## config.mk

```make
export PLATFORM = sky130hd
export DESIGN_NAME = indexed_list_engine_core_flat
export DESIGN_NICKNAME = d
export VERILOG_FILES = /design/src/rtl/core/ile_pkg.sv /design/src/rtl/core/ile_ifs.sv /design/src/rtl/core/ile_cell.sv /design/src/rtl/core/indexed_list_engine_core.sv /design/src/flat_wrapper.sv
export SDC_FILE = /design/constraint.sdc
export NUM_CORES = 2
export LEC_CHECK = 0
export ABC_AREA = 1
export BUFFER_PORTS_ARGS = -buffer_cell sky130_fd_sc_hd__buf_2
export CAP_MARGIN = 5
export CORE_MARGIN = 8
export CORE_UTILIZATION = 45
export DETAILED_ROUTE_END_ITERATION = 8
export HOLD_SLACK_MARGIN = 0.02
export PLACE_DENSITY = 0.63
export SYNTH_ARGS = -nofsm -noshare
export SYNTH_HDL_FRONTEND = slang
export SYNTH_SLANG_ARGS = --single-unit
```

## constraint.sdc

```tcl
create_clock -name clk -period 9.2 [get_ports clk]
set_clock_uncertainty 0.2 [all_clocks]
set_input_delay 1.84 -clock clk [delete_from_list [all_inputs] [get_ports clk]]
set_output_delay 1.84 -clock clk [all_outputs]
set_load 0.02 [all_outputs]
```

## src/rtl/core/ile_pkg.sv

```systemverilog
// Shared types and constants for the indexed list engine.
`default_nettype none

package ile_pkg;

  // Fixed field widths of the request and response transactions
  localparam int KIND_W = 3;
  localparam int POS_W  = 4;
  localparam int VAL_W  = 32;
  localparam int ST_W   = 2;
  localparam int FPOS_W = 4;
  localparam int CNT_W  = 5;

  // Request kinds
  typedef enum logic [KIND_W-1:0] {
    K_APPEND = 3'd0,
    K_PUSH   = 3'd1,
    K_INSERT = 3'd2,
    K_POP    = 3'd3,
    K_DELETE = 3'd4,
    K_SEARCH = 3'd5
  } ile_kind_t;

  // Response status codes
  typedef enum logic [ST_W-1:0] {
    ST_OK    = 2'd0,
    ST_INDEX = 2'd1,
    ST_EMPTY = 2'd2,
    ST_FULL  = 2'd3
  } ile_status_t;

  // Command broadcast from the controller to every cell
  typedef struct packed {
    logic ins;     // open a slot at pos, shift entries above it up
    logic del;     // close the slot at pos, shift entries above it down
    logic search;  // compare against value, seed the match wave
    logic scan;    // move the match wave one cell toward cell 0
  } ile_cmd_t;

endpackage

`default_nettype wire

```

## src/rtl/core/ile_ifs.sv

```systemverilog
// Valid/ready channel interfaces for requests and responses.
`default_nettype none

interface ile_in_if;
  logic                       valid;
  logic                       ready;
  logic [ile_pkg::KIND_W-1:0] kind;
  logic [ile_pkg::POS_W-1:0]  position;
  logic signed [ile_pkg::VAL_W-1:0] value;

  modport source (output valid, output kind, output position, output value, input ready);
  modport sink   (input valid, input kind, input position, input value, output ready);
endinterface

interface ile_out_if;
  logic                       valid;
  logic                       ready;
  logic [ile_pkg::ST_W-1:0]   status;
  logic                       found;
  logic [ile_pkg::FPOS_W-1:0] found_position;
  logic [ile_pkg::CNT_W-1:0]  count;

  modport source (output valid, output status, output found, output found_position,
                  output count, input ready);
  modport sink   (input valid, input status, input found, input found_position,
                  input count, output ready);
endinterface

`default_nettype wire

```

## src/rtl/core/ile_cell.sv

```systemverilog
// One list slot: holds an element, shifts with its neighbors, joins the match wave.
`default_nettype none

module ile_cell #(
  parameter int IDX        = 0,
  parameter int CW         = 5,
  parameter int IW         = 4,
  parameter int DATA_WIDTH = 32
) (
  input  wire                    clk,
  input  ile_pkg::ile_cmd_t      cmd,
  input  wire [CW-1:0]           pos,
  input  wire [CW-1:0]           count,
  input  wire [DATA_WIDTH-1:0]   value,
  input  wire [DATA_WIDTH-1:0]   left_elem,
  input  wire [DATA_WIDTH-1:0]   right_elem,
  input  wire                    right_found,
  input  wire [IW-1:0]           right_idx,
  output logic [DATA_WIDTH-1:0]  elem,
  output logic                   found,
  output logic [IW-1:0]          idx
);
  import ile_pkg::*;

  localparam logic [CW-1:0] MY_POS = CW'(IDX);
  localparam logic [IW-1:0] MY_IDX = IW'(IDX);

  logic [DATA_WIDTH-1:0] elem_r;
  logic                  hit_r;
  logic                  found_r;
  logic [IW-1:0]         idx_r;
  logic                  hit_nxt;

  // Match only on live entries
  assign hit_nxt = (elem_r == value) && (MY_POS < count);

  // Element storage: load, shift up on insert, shift down on delete
  always_ff @(posedge clk) begin
    if (cmd.ins) begin
      if (MY_POS == pos) begin
        elem_r <= value;
      end else if (MY_POS > pos) begin
        elem_r <= left_elem;
      end
    end else if (cmd.del) begin
      if (MY_POS >= pos) begin
        elem_r <= right_elem;
      end
    end
  end

  // Match wave: a hit holds its own index, otherwise take the upper neighbor's
  always_ff @(posedge clk) begin
    if (cmd.search) begin
      hit_r   <= hit_nxt;
      found_r <= hit_nxt;
      idx_r   <= MY_IDX;
    end else if (cmd.scan && !hit_r) begin
      found_r <= right_found;
      idx_r   <= right_idx;
    end
  end

  assign elem  = elem_r;
  assign found = found_r;
  assign idx   = idx_r;

endmodule

`default_nettype wire

```

## src/rtl/core/indexed_list_engine_core.sv

```systemverilog
// Top level of the indexed list engine: request decode, cell row, response register.
// Responses: append, push, insert, pop and delete answer in the cycle after acceptance;
//   search answers once the match wave has walked the cell row to cell 0.
// Throughput: one shift or count request per cycle while responses are taken;
//   no new request is accepted while a search is in progress.
// Reset clears the count, the controller state and the response valid; the
//   element cells are not cleared and are only read below the count.
`default_nettype none

module indexed_list_engine_core #(
  parameter int CAPACITY   = 16,
  parameter int DATA_WIDTH = 32
) (
  input  wire        clk,
  input  wire        rst_n,
  ile_in_if.sink     in_ch,
  ile_out_if.source  out_ch
);
  import ile_pkg::*;

  localparam int CW = $clog2(CAPACITY + 1);
  localparam int IW = $clog2(CAPACITY);
  localparam logic [CW-1:0] FULL_CNT  = CW'(CAPACITY);
  localparam logic [IW-1:0] SCAN_LAST = IW'(CAPACITY - 1);

  typedef enum logic {S_IDLE, S_SCAN} state_t;

  state_t          state_r;
  logic [CW-1:0]   count_r;
  logic [IW-1:0]   scan_cnt_r;
  logic            out_valid_r;
  ile_status_t     out_status_r;
  logic            out_found_r;
  logic [IW-1:0]   out_fpos_r;
  logic [CW-1:0]   out_count_r;

  logic            in_ready;
  logic            in_fire;
  logic            out_free;
  logic            scan_done;
  logic            out_load;
  logic            pos_bad;
  logic            full;
  logic            empty;
  logic [CW-1:0]   count_nxt;
  ile_status_t     status_nxt;
  logic [CW-1:0]   cell_pos;
  ile_cmd_t        cmd;
  ile_cmd_t        cell_cmd;
  logic [DATA_WIDTH-1:0] value_w;

  logic [DATA_WIDTH-1:0] elem_w  [CAPACITY];
  logic                  found_w [CAPACITY];
  logic [IW-1:0]         idx_w   [CAPACITY];

  // Handshake
  assign out_free = !out_valid_r || out_ch.ready;
  assign in_ready = (state_r == S_IDLE) && out_free;
  assign in_fire  = in_ready && in_ch.valid;
  assign in_ch.ready = in_ready;

  // Response register loads on a shift/count transaction or at the end of a scan
  assign scan_done = (state_r == S_SCAN) && (scan_cnt_r == SCAN_LAST);
  assign out_load  = (in_fire && !cmd.search) || (scan_done && out_free);

  // Request decode
  assign value_w = DATA_WIDTH'(in_ch.value);
  assign full    = (count_r == FULL_CNT);
  assign empty   = (count_r == '0);
  assign pos_bad = (32'(in_ch.position) >= 32'(count_r));

  always_comb begin
    cmd        = '0;
    status_nxt = ST_OK;
    count_nxt  = count_r;
    cell_pos   = CW'(in_ch.position);
    case (ile_kind_t'(in_ch.kind))
      K_APPEND: begin
        if (full) begin
          status_nxt = ST_FULL;
        end else begin
          cmd.ins   = 1'b1;
          cell_pos  = count_r;
          count_nxt = count_r + 1'b1;
        end
      end
      K_PUSH: begin
        if (full) begin
          status_nxt = ST_FULL;
        end else begin
          cmd.ins   = 1'b1;
          cell_pos  = '0;
          count_nxt = count_r + 1'b1;
        end
      end
      K_INSERT: begin
        if (pos_bad) begin
          status_nxt = ST_INDEX;
        end else if (full) begin
          status_nxt = ST_FULL;
        end else begin
          cmd.ins   = 1'b1;
          count_nxt = count_r + 1'b1;
        end
      end
      K_POP: begin
        if (empty) begin
          status_nxt = ST_EMPTY;
        end else begin
          count_nxt = count_r - 1'b1;
        end
      end
      K_DELETE: begin
        if (empty) begin
          status_nxt = ST_EMPTY;
        end else if (pos_bad) begin
          status_nxt = ST_INDEX;
        end else begin
          cmd.del   = 1'b1;
          count_nxt = count_r - 1'b1;
        end
      end
      K_SEARCH: begin
        cmd.search = 1'b1;
      end
      default: begin
      end
    endcase
  end

  // Commands reach the cells only on an accepted transaction or during a scan
  always_comb begin
    cell_cmd        = '0;
    cell_cmd.ins    = in_fire && cmd.ins;
    cell_cmd.del    = in_fire && cmd.del;
    cell_cmd.search = in_fire && cmd.search;
    cell_cmd.scan   = (state_r == S_SCAN);
  end

  // Row of cells
  for (genvar g = 0; g < CAPACITY; g++) begin : g_cell
    logic [DATA_WIDTH-1:0] left_elem;
    logic [DATA_WIDTH-1:0] right_elem;
    logic                  right_found;
    logic [IW-1:0]         right_idx;

    if (g == 0) begin : g_first
      assign left_elem = '0;
    end else begin : g_mid
      assign left_elem = elem_w[g-1];
    end

    if (g == CAPACITY - 1) begin : g_last
      assign right_elem  = '0;
      assign right_found = 1'b0;
      assign right_idx   = '0;
    end else begin : g_inner
      assign right_elem  = elem_w[g+1];
      assign right_found = found_w[g+1];
      assign right_idx   = idx_w[g+1];
    end

    ile_cell #(
      .IDX        (g),
      .CW         (CW),
      .IW         (IW),
      .DATA_WIDTH (DATA_WIDTH)
    ) u_cell (
      .clk         (clk),
      .cmd         (cell_cmd),
      .pos         (cell_pos),
      .count       (count_r),
      .value       (value_w),
      .left_elem   (left_elem),
      .right_elem  (right_elem),
      .right_found (right_found),
      .right_idx   (right_idx),
      .elem        (elem_w[g]),
      .found       (found_w[g]),
      .idx         (idx_w[g])
    );
  end

  // Controller state, count and response register
  always_ff @(posedge clk) begin
    if (!rst_n) begin
      state_r     <= S_IDLE;
      count_r     <= '0;
      scan_cnt_r  <= '0;
      out_valid_r <= 1'b0;
    end else begin
      if (out_load) begin
        out_valid_r <= 1'b1;
      end else if (out_ch.ready) begin
        out_valid_r <= 1'b0;
      end
      case (state_r)
        S_IDLE: begin
          if (in_fire) begin
            if (cmd.search) begin
              state_r    <= S_SCAN;
              scan_cnt_r <= '0;
            end else begin
              count_r      <= count_nxt;
              out_status_r <= status_nxt;
              out_found_r  <= 1'b0;
              out_fpos_r   <= '0;
              out_count_r  <= count_nxt;
            end
          end
        end
        S_SCAN: begin
          if (scan_cnt_r != SCAN_LAST) begin
            scan_cnt_r <= scan_cnt_r + 1'b1;
          end else if (out_free) begin
            // wave has reached cell 0: it holds the lowest match
            state_r      <= S_IDLE;
            out_status_r <= ST_OK;
            out_found_r  <= found_w[0];
            out_fpos_r   <= found_w[0] ? idx_w[0] : '0;
            out_count_r  <= count_r;
          end
        end
        default: begin
          state_r <= S_IDLE;
        end
      endcase
    end
  end

  // Response channel
  assign out_ch.valid          = out_valid_r;
  assign out_ch.status         = out_status_r;
  assign out_ch.found          = out_found_r;
  assign out_ch.found_position = FPOS_W'(out_fpos_r);
  assign out_ch.count          = CNT_W'(out_count_r);

endmodule

`default_nettype wire
```

## src/flat_wrapper.sv

```systemverilog
// flat-port wrapper written by rule: the top's interface ports become plain ports
module indexed_list_engine_core_flat import ile_pkg::*;
#(
  parameter int CAPACITY   = 16,
  parameter int DATA_WIDTH = 32
)
  (clk, rst_n, in_ch_valid, in_ch_kind, in_ch_position, in_ch_value, in_ch_ready, out_ch_valid, out_ch_status, out_ch_found, out_ch_found_position, out_ch_count, out_ch_ready);
  ile_in_if in_ch_i ();
  ile_out_if out_ch_i ();
  input  wire clk;
  input  wire rst_n;
  input wire logic [$bits(in_ch_i.valid)-1:0] in_ch_valid;
  input wire logic [$bits(in_ch_i.kind)-1:0] in_ch_kind;
  input wire logic [$bits(in_ch_i.position)-1:0] in_ch_position;
  input wire logic [$bits(in_ch_i.value)-1:0] in_ch_value;
  output wire logic [$bits(in_ch_i.ready)-1:0] in_ch_ready;
  output wire logic [$bits(out_ch_i.valid)-1:0] out_ch_valid;
  output wire logic [$bits(out_ch_i.status)-1:0] out_ch_status;
  output wire logic [$bits(out_ch_i.found)-1:0] out_ch_found;
  output wire logic [$bits(out_ch_i.found_position)-1:0] out_ch_found_position;
  output wire logic [$bits(out_ch_i.count)-1:0] out_ch_count;
  input wire logic [$bits(out_ch_i.ready)-1:0] out_ch_ready;
  assign in_ch_i.valid = in_ch_valid;
  assign in_ch_i.kind = in_ch_kind;
  assign in_ch_i.position = in_ch_position;
  assign in_ch_i.value = in_ch_value;
  assign in_ch_ready = in_ch_i.ready;
  assign out_ch_valid = out_ch_i.valid;
  assign out_ch_status = out_ch_i.status;
  assign out_ch_found = out_ch_i.found;
  assign out_ch_found_position = out_ch_i.found_position;
  assign out_ch_count = out_ch_i.count;
  assign out_ch_i.ready = out_ch_ready;
  indexed_list_engine_core #(.CAPACITY(CAPACITY), .DATA_WIDTH(DATA_WIDTH)) u_core (.clk(clk), .rst_n(rst_n), .in_ch(in_ch_i), .out_ch(out_ch_i));
endmodule
```

* After elaboration in Yosys (flattened, before gate mapping) *
Index checks and enable logic that the tools add are counted.

storage, ports and cells
  bits in registers = 631
  input bits = 43
  output and inout port bits = 14

operators by class
  muxes and demuxes = 166
  add/sub/neg operators = 3
  reductions and logical operators = 117
  order comparisons = 49
  bitwise operators = 2
  eq/ne operators = 61

operators by type and width
  kind                  number
  $mux W32              80
  $eq A32 B32 Y1        16
  $reduce_bool A2 Y1    34
  $reduce_and A3 Y1     18
  $mux W5               10
  $mux W1               49
  $ne A3 B3 Y1 const B  16
  $eq A4 B5 Y1 const A  8
  $ge A4 B5 Y1 const A  8
  $gt A4 B5 Y1 const A  8
  $logic_and A1 B1 Y1   40
  $lt A4 B5 Y1 const A  8
  $mux W4               9
  $eq A3 B5 Y1 const A  4
  $ge A3 B5 Y1 const A  4
  $gt A3 B5 Y1 const A  4
  $lt A3 B5 Y1 const A  4
  $pmux W5 S2           2
  $pmux W5 S4           1
  $logic_not A1 Y1      18
  $mux W2               8
  $pmux W4 S2           2
  $eq A2 B5 Y1 const A  2
  $ge A1 B5 Y1 const A  2
  other kinds (27)      43

* Logic depth before layout (Yosys ltp) *
  depth in word-level cells = 7
  gate-level depth with buffers = 15
  mapped depth without buffers = 14

* Hierarchy *
From an unflattened synthesis, not the netlist that was laid out.

second synthesis, totals
  cell total of the unflattened synthesis = 5577
  area total of the unflattened synthesis = 41581.1 µm²

modules (own cells, without submodules)
  module                               area each (µm²)  cells each  times used
  ile_cell (u_core.g_cell[8].u_cell)   2675.1           342         1
  ile_cell (u_core.g_cell[1].u_cell)   2638.8           332         1
  ile_cell (u_core.g_cell[3].u_cell)   2633.8           331         1
  ile_cell (u_core.g_cell[10].u_cell)  2625.0           326         1
  ile_cell (u_core.g_cell[5].u_cell)   2518.7           334         1
  ile_cell (u_core.g_cell[0].u_cell)   2512.4           337         1
  ile_cell (u_core.g_cell[6].u_cell)   2506.2           337         1
  ile_cell (u_core.g_cell[7].u_cell)   2467.4           334         1
  ile_cell (u_core.g_cell[9].u_cell)   2441.1           338         1
  ile_cell (u_core.g_cell[2].u_cell)   2437.3           336         1
  ile_cell (u_core.g_cell[14].u_cell)  2436.1           336         1
  ile_cell (u_core.g_cell[4].u_cell)   2434.8           336         1
  ile_cell (u_core.g_cell[12].u_cell)  2424.8           331         1
  ile_cell (u_core.g_cell[11].u_cell)  2414.8           338         1
  3 more rows                          n/a              n/a         n/a

* Worst setup path before layout *
Ideal clock, no wire load.

  kind = input to register
  from = input in_ch_position[2]
  to = register u_core.g_cell[0].u_cell.elem_r[0] (enable)
  data arrival time = 5145 ps
  library setup time = 461 ps
  setup slack = 3393 ps
  cell stages on the path = 10
  path buffers = 0
  cells stage by stage = ha_1 > nand2_1 > nand2_1 > nand2_1 > nand2_1 > nor2_4 > nand3_2 > a21oi_4 > nor2_1 > nor3_1

between the ends
  word-level cells in the longest chain between the ends = 7
  elaborated cells between the ends (all ways) = 18
  classes of those cells = order compare: 3; eq/ne: 1; mux: 8; reduce/logical: 6

RTL lines
  what                                                  RTL line            source
  from (decl)                                           flat_wrapper.sv:14  input wire logic [$bits(in_ch_i.position)-1:0] in_ch_position;
  branches (longest 6 deep; another with $ge A4 B5 Y1)  n/a
  $reduce_and A3 Y1 (no source line) *                  n/a
  to (signal assigned)                                  ile_cell.sv:41      elem_r <= value;
  to (signal assigned)                                  ile_cell.sv:43      elem_r <= left_elem;
  to (signal assigned)                                  ile_cell.sv:47      elem_r <= right_elem;
  to (decl)                                             ile_cell.sv:28      logic [DATA_WIDTH-1:0] elem_r;

Every way passes the cells marked *.
A chain may end at the register's enable or synchronous reset.

* Final worst setup path *
  from = input in_ch_kind[2]
  to = register u_core.g_cell[10].u_cell.elem_r[2] (enable)

between the ends
  word-level cells in the longest chain between the ends = 6
  elaborated cells between the ends (all ways) = 17
  classes of those cells = order compare: 2; eq/ne: 5; mux: 3; reduce/logical: 7

RTL lines
  what                                                  RTL line            source
  from (decl)                                           flat_wrapper.sv:13  input wire logic [$bits(in_ch_i.kind)-1:0] in_ch_kind;
  branches (longest 5 deep; another with $gt A4 B5 Y1)  n/a
  $reduce_and A3 Y1 (no source line) *                  n/a
  to (signal assigned)                                  ile_cell.sv:41
  to (signal assigned)                                  ile_cell.sv:43
  to (signal assigned)                                  ile_cell.sv:47
  to (decl)                                             ile_cell.sv:28

Marked as above.

==> run summary <==
status: finished clean
max-cap check violation count: 0
RSZ-0062 raised after global routing: no
Final Non-Filler Cells: 6590
FFs w/ async S/R, synth: 0%
Worst R2R Start: u_core.count_r[1]
cell chosen for the clock root: clkbuf_16
Post-Syn Instances: 5548
reg-to-reg setup timing slack: 3600 ps
crit end category: flop
chip width: 317.4 µm
CTS Sinks: 624
Hold Fails Final Rpt: 0
met3 Use GR: 9.997%
Synth Area per Inst: 7.366 µm²
CTS Hold Buffers Added: 0
Synth Register Bits: 624
Primary FF master, synth: edfxtp_1
GRT met2 Usage: 48.80%
Pwr Density: 175.0 nW/µm²
logic gate share of total power: 18.1%
Pint: 5.224 mW
FMAX: 0.1664 GHz
CTS tree: yes
EDFF count, synth: 556
Clock Latency Late Sink: 660 ps
worst-case vdd ir drop: 0.1533 mV
Seq/Total Area, Yosys: 44.19%
Chip Height: 317.4 µm
Yosys cell types: 47
Critical path origin: in_ch_kind[2]
fin crit period: 6011 ps
largest net degree at the start of global routing: 220
Core Rows: 110
Worst Path Max Fanout: 35
first-pass GRT wire length: 253000 µm
setup TNS: 0 ps
Slew @ Worst Pin: 1220 ps
sequential power share: 44.5%
Iteration-0 DRC Markers: 6953
vias in the first global route: 37670
gp weighted congestion: 0.9741
utilization after layout: 48.74%
Initial Utilization: 45.40%
Psw: 2.455 mW
Top Ports: 57
post-detail-place hpwl: 115000 µm
Worst R2R End: u_core.g_cell[10].u_cell.elem[2]
Rel. slew slack: 18.64%
grt ovf: 0
post-DR wirelength/cell: 26.64 µm
post-route ant nets: 0
Placed Cells: 6454
total CTS buffers: 75
worst hold margin: 244.7 ps
area grow syn2layout: 7.345%
Synth warnings: 0
Syn Nets: 5600
initial antenna violation count: 6
gr busiest metal: met2
final setup fails: 0
clock power share: 37.4%
Final period util: 65.34%
worst reg-to-reg path cell count: 11
Slew Viols, Final: 0
HP Class: flop to flop
Post-CTS Setup Inserts: 0
post-CTS sizing: 0
First-pass DRT Iterations: 9
Fill cells: 8938
drt via density: 6.247
share of cells above drive strength 1: 6.059%
CP Capture Point: u_core.g_cell[10].u_cell.elem[2]
final WL: 175500 µm
CP Data Required Time: 9270 ps
Setup Crit Path Kind: input port to flop
detailed-route DRC error count: 0
Clock Pin Slew Worst Setup and Hold Paths: 60 ps
switch share: 31.97%
Core ar.: 90010 µm²
Post-Syn Area: 40870 µm²
# nets final: 5407
total power after layout: 7.678 mW
DIE AREA: 100700 µm²
GR met1 Demand/Resource: 44.09%
crit path launch type: input port
I/O Buffers: 56
total number of vias: 41170
clk buf depth: 3
Lkg Pwr: 19.45 nW
H-Tree Depth: 3
Total GRT Usage: 33.72%
Critical Path AT: 6080 ps
## flip-flops by register name, summed over array words and instances (netlist names)
register                      cells
u_core.count_r                    5
u_core.out_ch.count               5
u_core.out_ch.found_position      4
u_core.g_cell.u_cell.elem       512
u_core.out_ch.found               1
u_core.out_ch.valid               1
u_core.g_cell.u_cell.found       16
u_core.g_cell.u_cell.idx         57
u_core.state_r                    1
u_core.out_ch.status              2
u_core.scan_cnt_r                 4
u_core.g_cell.u_cell.hit_r       16
## cells by family (layout without fill, tap and decap cells)
| family | after synthesis | after routing | synth area share, % |
|---|---|---|---|
| xor gates and xnor gates | 210 | 210 | 4.501 |
| AOI/OAI and AO/OA | 349 | 349 | 5.036 |
| buffers and inverters | 998 | 863 | 10.20 |
| and+or+nand+nor | 3358 | 3358 | 35.80 |
| other | 0 | 1 | 0 |
| adders and majority gates | 9 | 9 | 0.2756 |
| DFF | 624 | 624 | 44.19 |
## power by group through the flow
stage	combinational [mW]	clock, mW	sequential (mW)
after floorplan	0.896	0	3.42
after global placement	1.31	0	3.47
after detailed placement	1.32	0	3.47
after CTS	1.33	2.87	3.41
after global routing	1.47	2.97	3.43
final	1.39	2.87	3.42
## placed cells by master, fill, tap and decap left out, types with 4 or more instances in the layout
cell and instances:
xnor2_1 97, clkbuf_1 25, a21oi_1 60, dfxtp_1 68, nand3_1 765, o2111ai_1 6
nand2_1 1908, and3_1 16, nor2_4 14, inv_1 543, xor2_1 113, inv_6 5
a21oi_4 9, nor2_1 228, o21ai_0 101, clkinv_1 25, o211ai_1 26, edfxtp_1 556
and2_1 4, nand4_1 315, buf_4 105, inv_2 4, o22ai_1 132, buf_12 4
buf_2 56, nor2_2 6, nor3_1 69, clkbuf_16 77, clkinv_2 13, or2_2 20
ha_1 9
## synth_stat cells (all sizes together), types with 2 or more instances
cell type	n	area share, %
nor3	70	0.86
o2111ai	6	0.13
and3	16	0.24
o211ai	26	0.48
inv	551	5.1
nand4	315	4.8
xnor2	97	2.1
nor2	248	2.4
xor2	113	2.4
ha	9	0.28
a21oi	69	0.90
or2	20	0.31
o21ai	105	1.3
nor3b	2	0.037
clkinv	12	0.11
and2	5	0.077
a22o	3	0.064
a211oi	2	0.037
nand2	1910	18
dfxtp	68	3.3
nor4	3	0.046
o22ai	132	2.0
edfxtp	556	41
nand3	768	9.5
clkbuf	191	1.8
buf	244	3.3
## worst max-delay path: stages
cell,delay (ps)
buf_2,110
inv_2,60
nand2_1,240
nand2_1,190
nand2_4,150
nand2_1,60
nand2_1,230
inv_1,120
nor2_4,690
buf_4,460
nand2_1,730
a21oi_4,1140
## through the flow
stage / area (µm²) / setup WS (ps)
after global placement: 41620 / 2640
after detailed placement: 41620 / 2630
final: 43870 / 3189
after CTS: 43870 / 3296
after global routing: 43870 / 2878
after floorplan: 40870 / 3393
## layout make-up
type | count | area (µm²) | share of cell area [%]
diodes | 1 | 2.502 | 0.005704
inverters | 563 | 2126 | 4.846
flip-flops and latches | 624 | 18060 | 41.16
multi-input cells | 3926 | 18820 | 42.90
well taps | 1176 | 1471 | 3.354
repair buffers | 165 | 1149 | 2.618
clock inverters | 31 | 193.9 | 0.4421
clock buffers | 104 | 2048 | 4.669
## per-layer routing
layer	part of all wire, %	wire [µm]
met5	0.018	31
met3	15	25850
met1	36	64020
met4	7.6	13340
met2	41	72310
## how the worst min path moves through the flow
stage,slack [ps],cells past startpoint,end,startpoint
5_1_grt,270,2,u_core.g_cell[7].u_cell.idx[3],u_core.g_cell[8].u_cell.idx[3]
4_1_cts,250,2,u_core.g_cell[7].u_cell.idx[3],u_core.g_cell[8].u_cell.idx[3]
3_5_place_dp,250,2,u_core.g_cell[9].u_cell.idx[2],u_core.g_cell[9].u_cell.idx[2]
6_report,240,2,u_core.g_cell[7].u_cell.idx[3],u_core.g_cell[8].u_cell.idx[3]
2_1_floorplan,240,2,u_core.g_cell[13].u_cell.idx[1],u_core.g_cell[13].u_cell.idx[1]
3_3_place_gp,250,2,u_core.g_cell[9].u_cell.idx[2],u_core.g_cell[9].u_cell.idx[2]
Note: power is estimated with default switching activity, not from simulation.
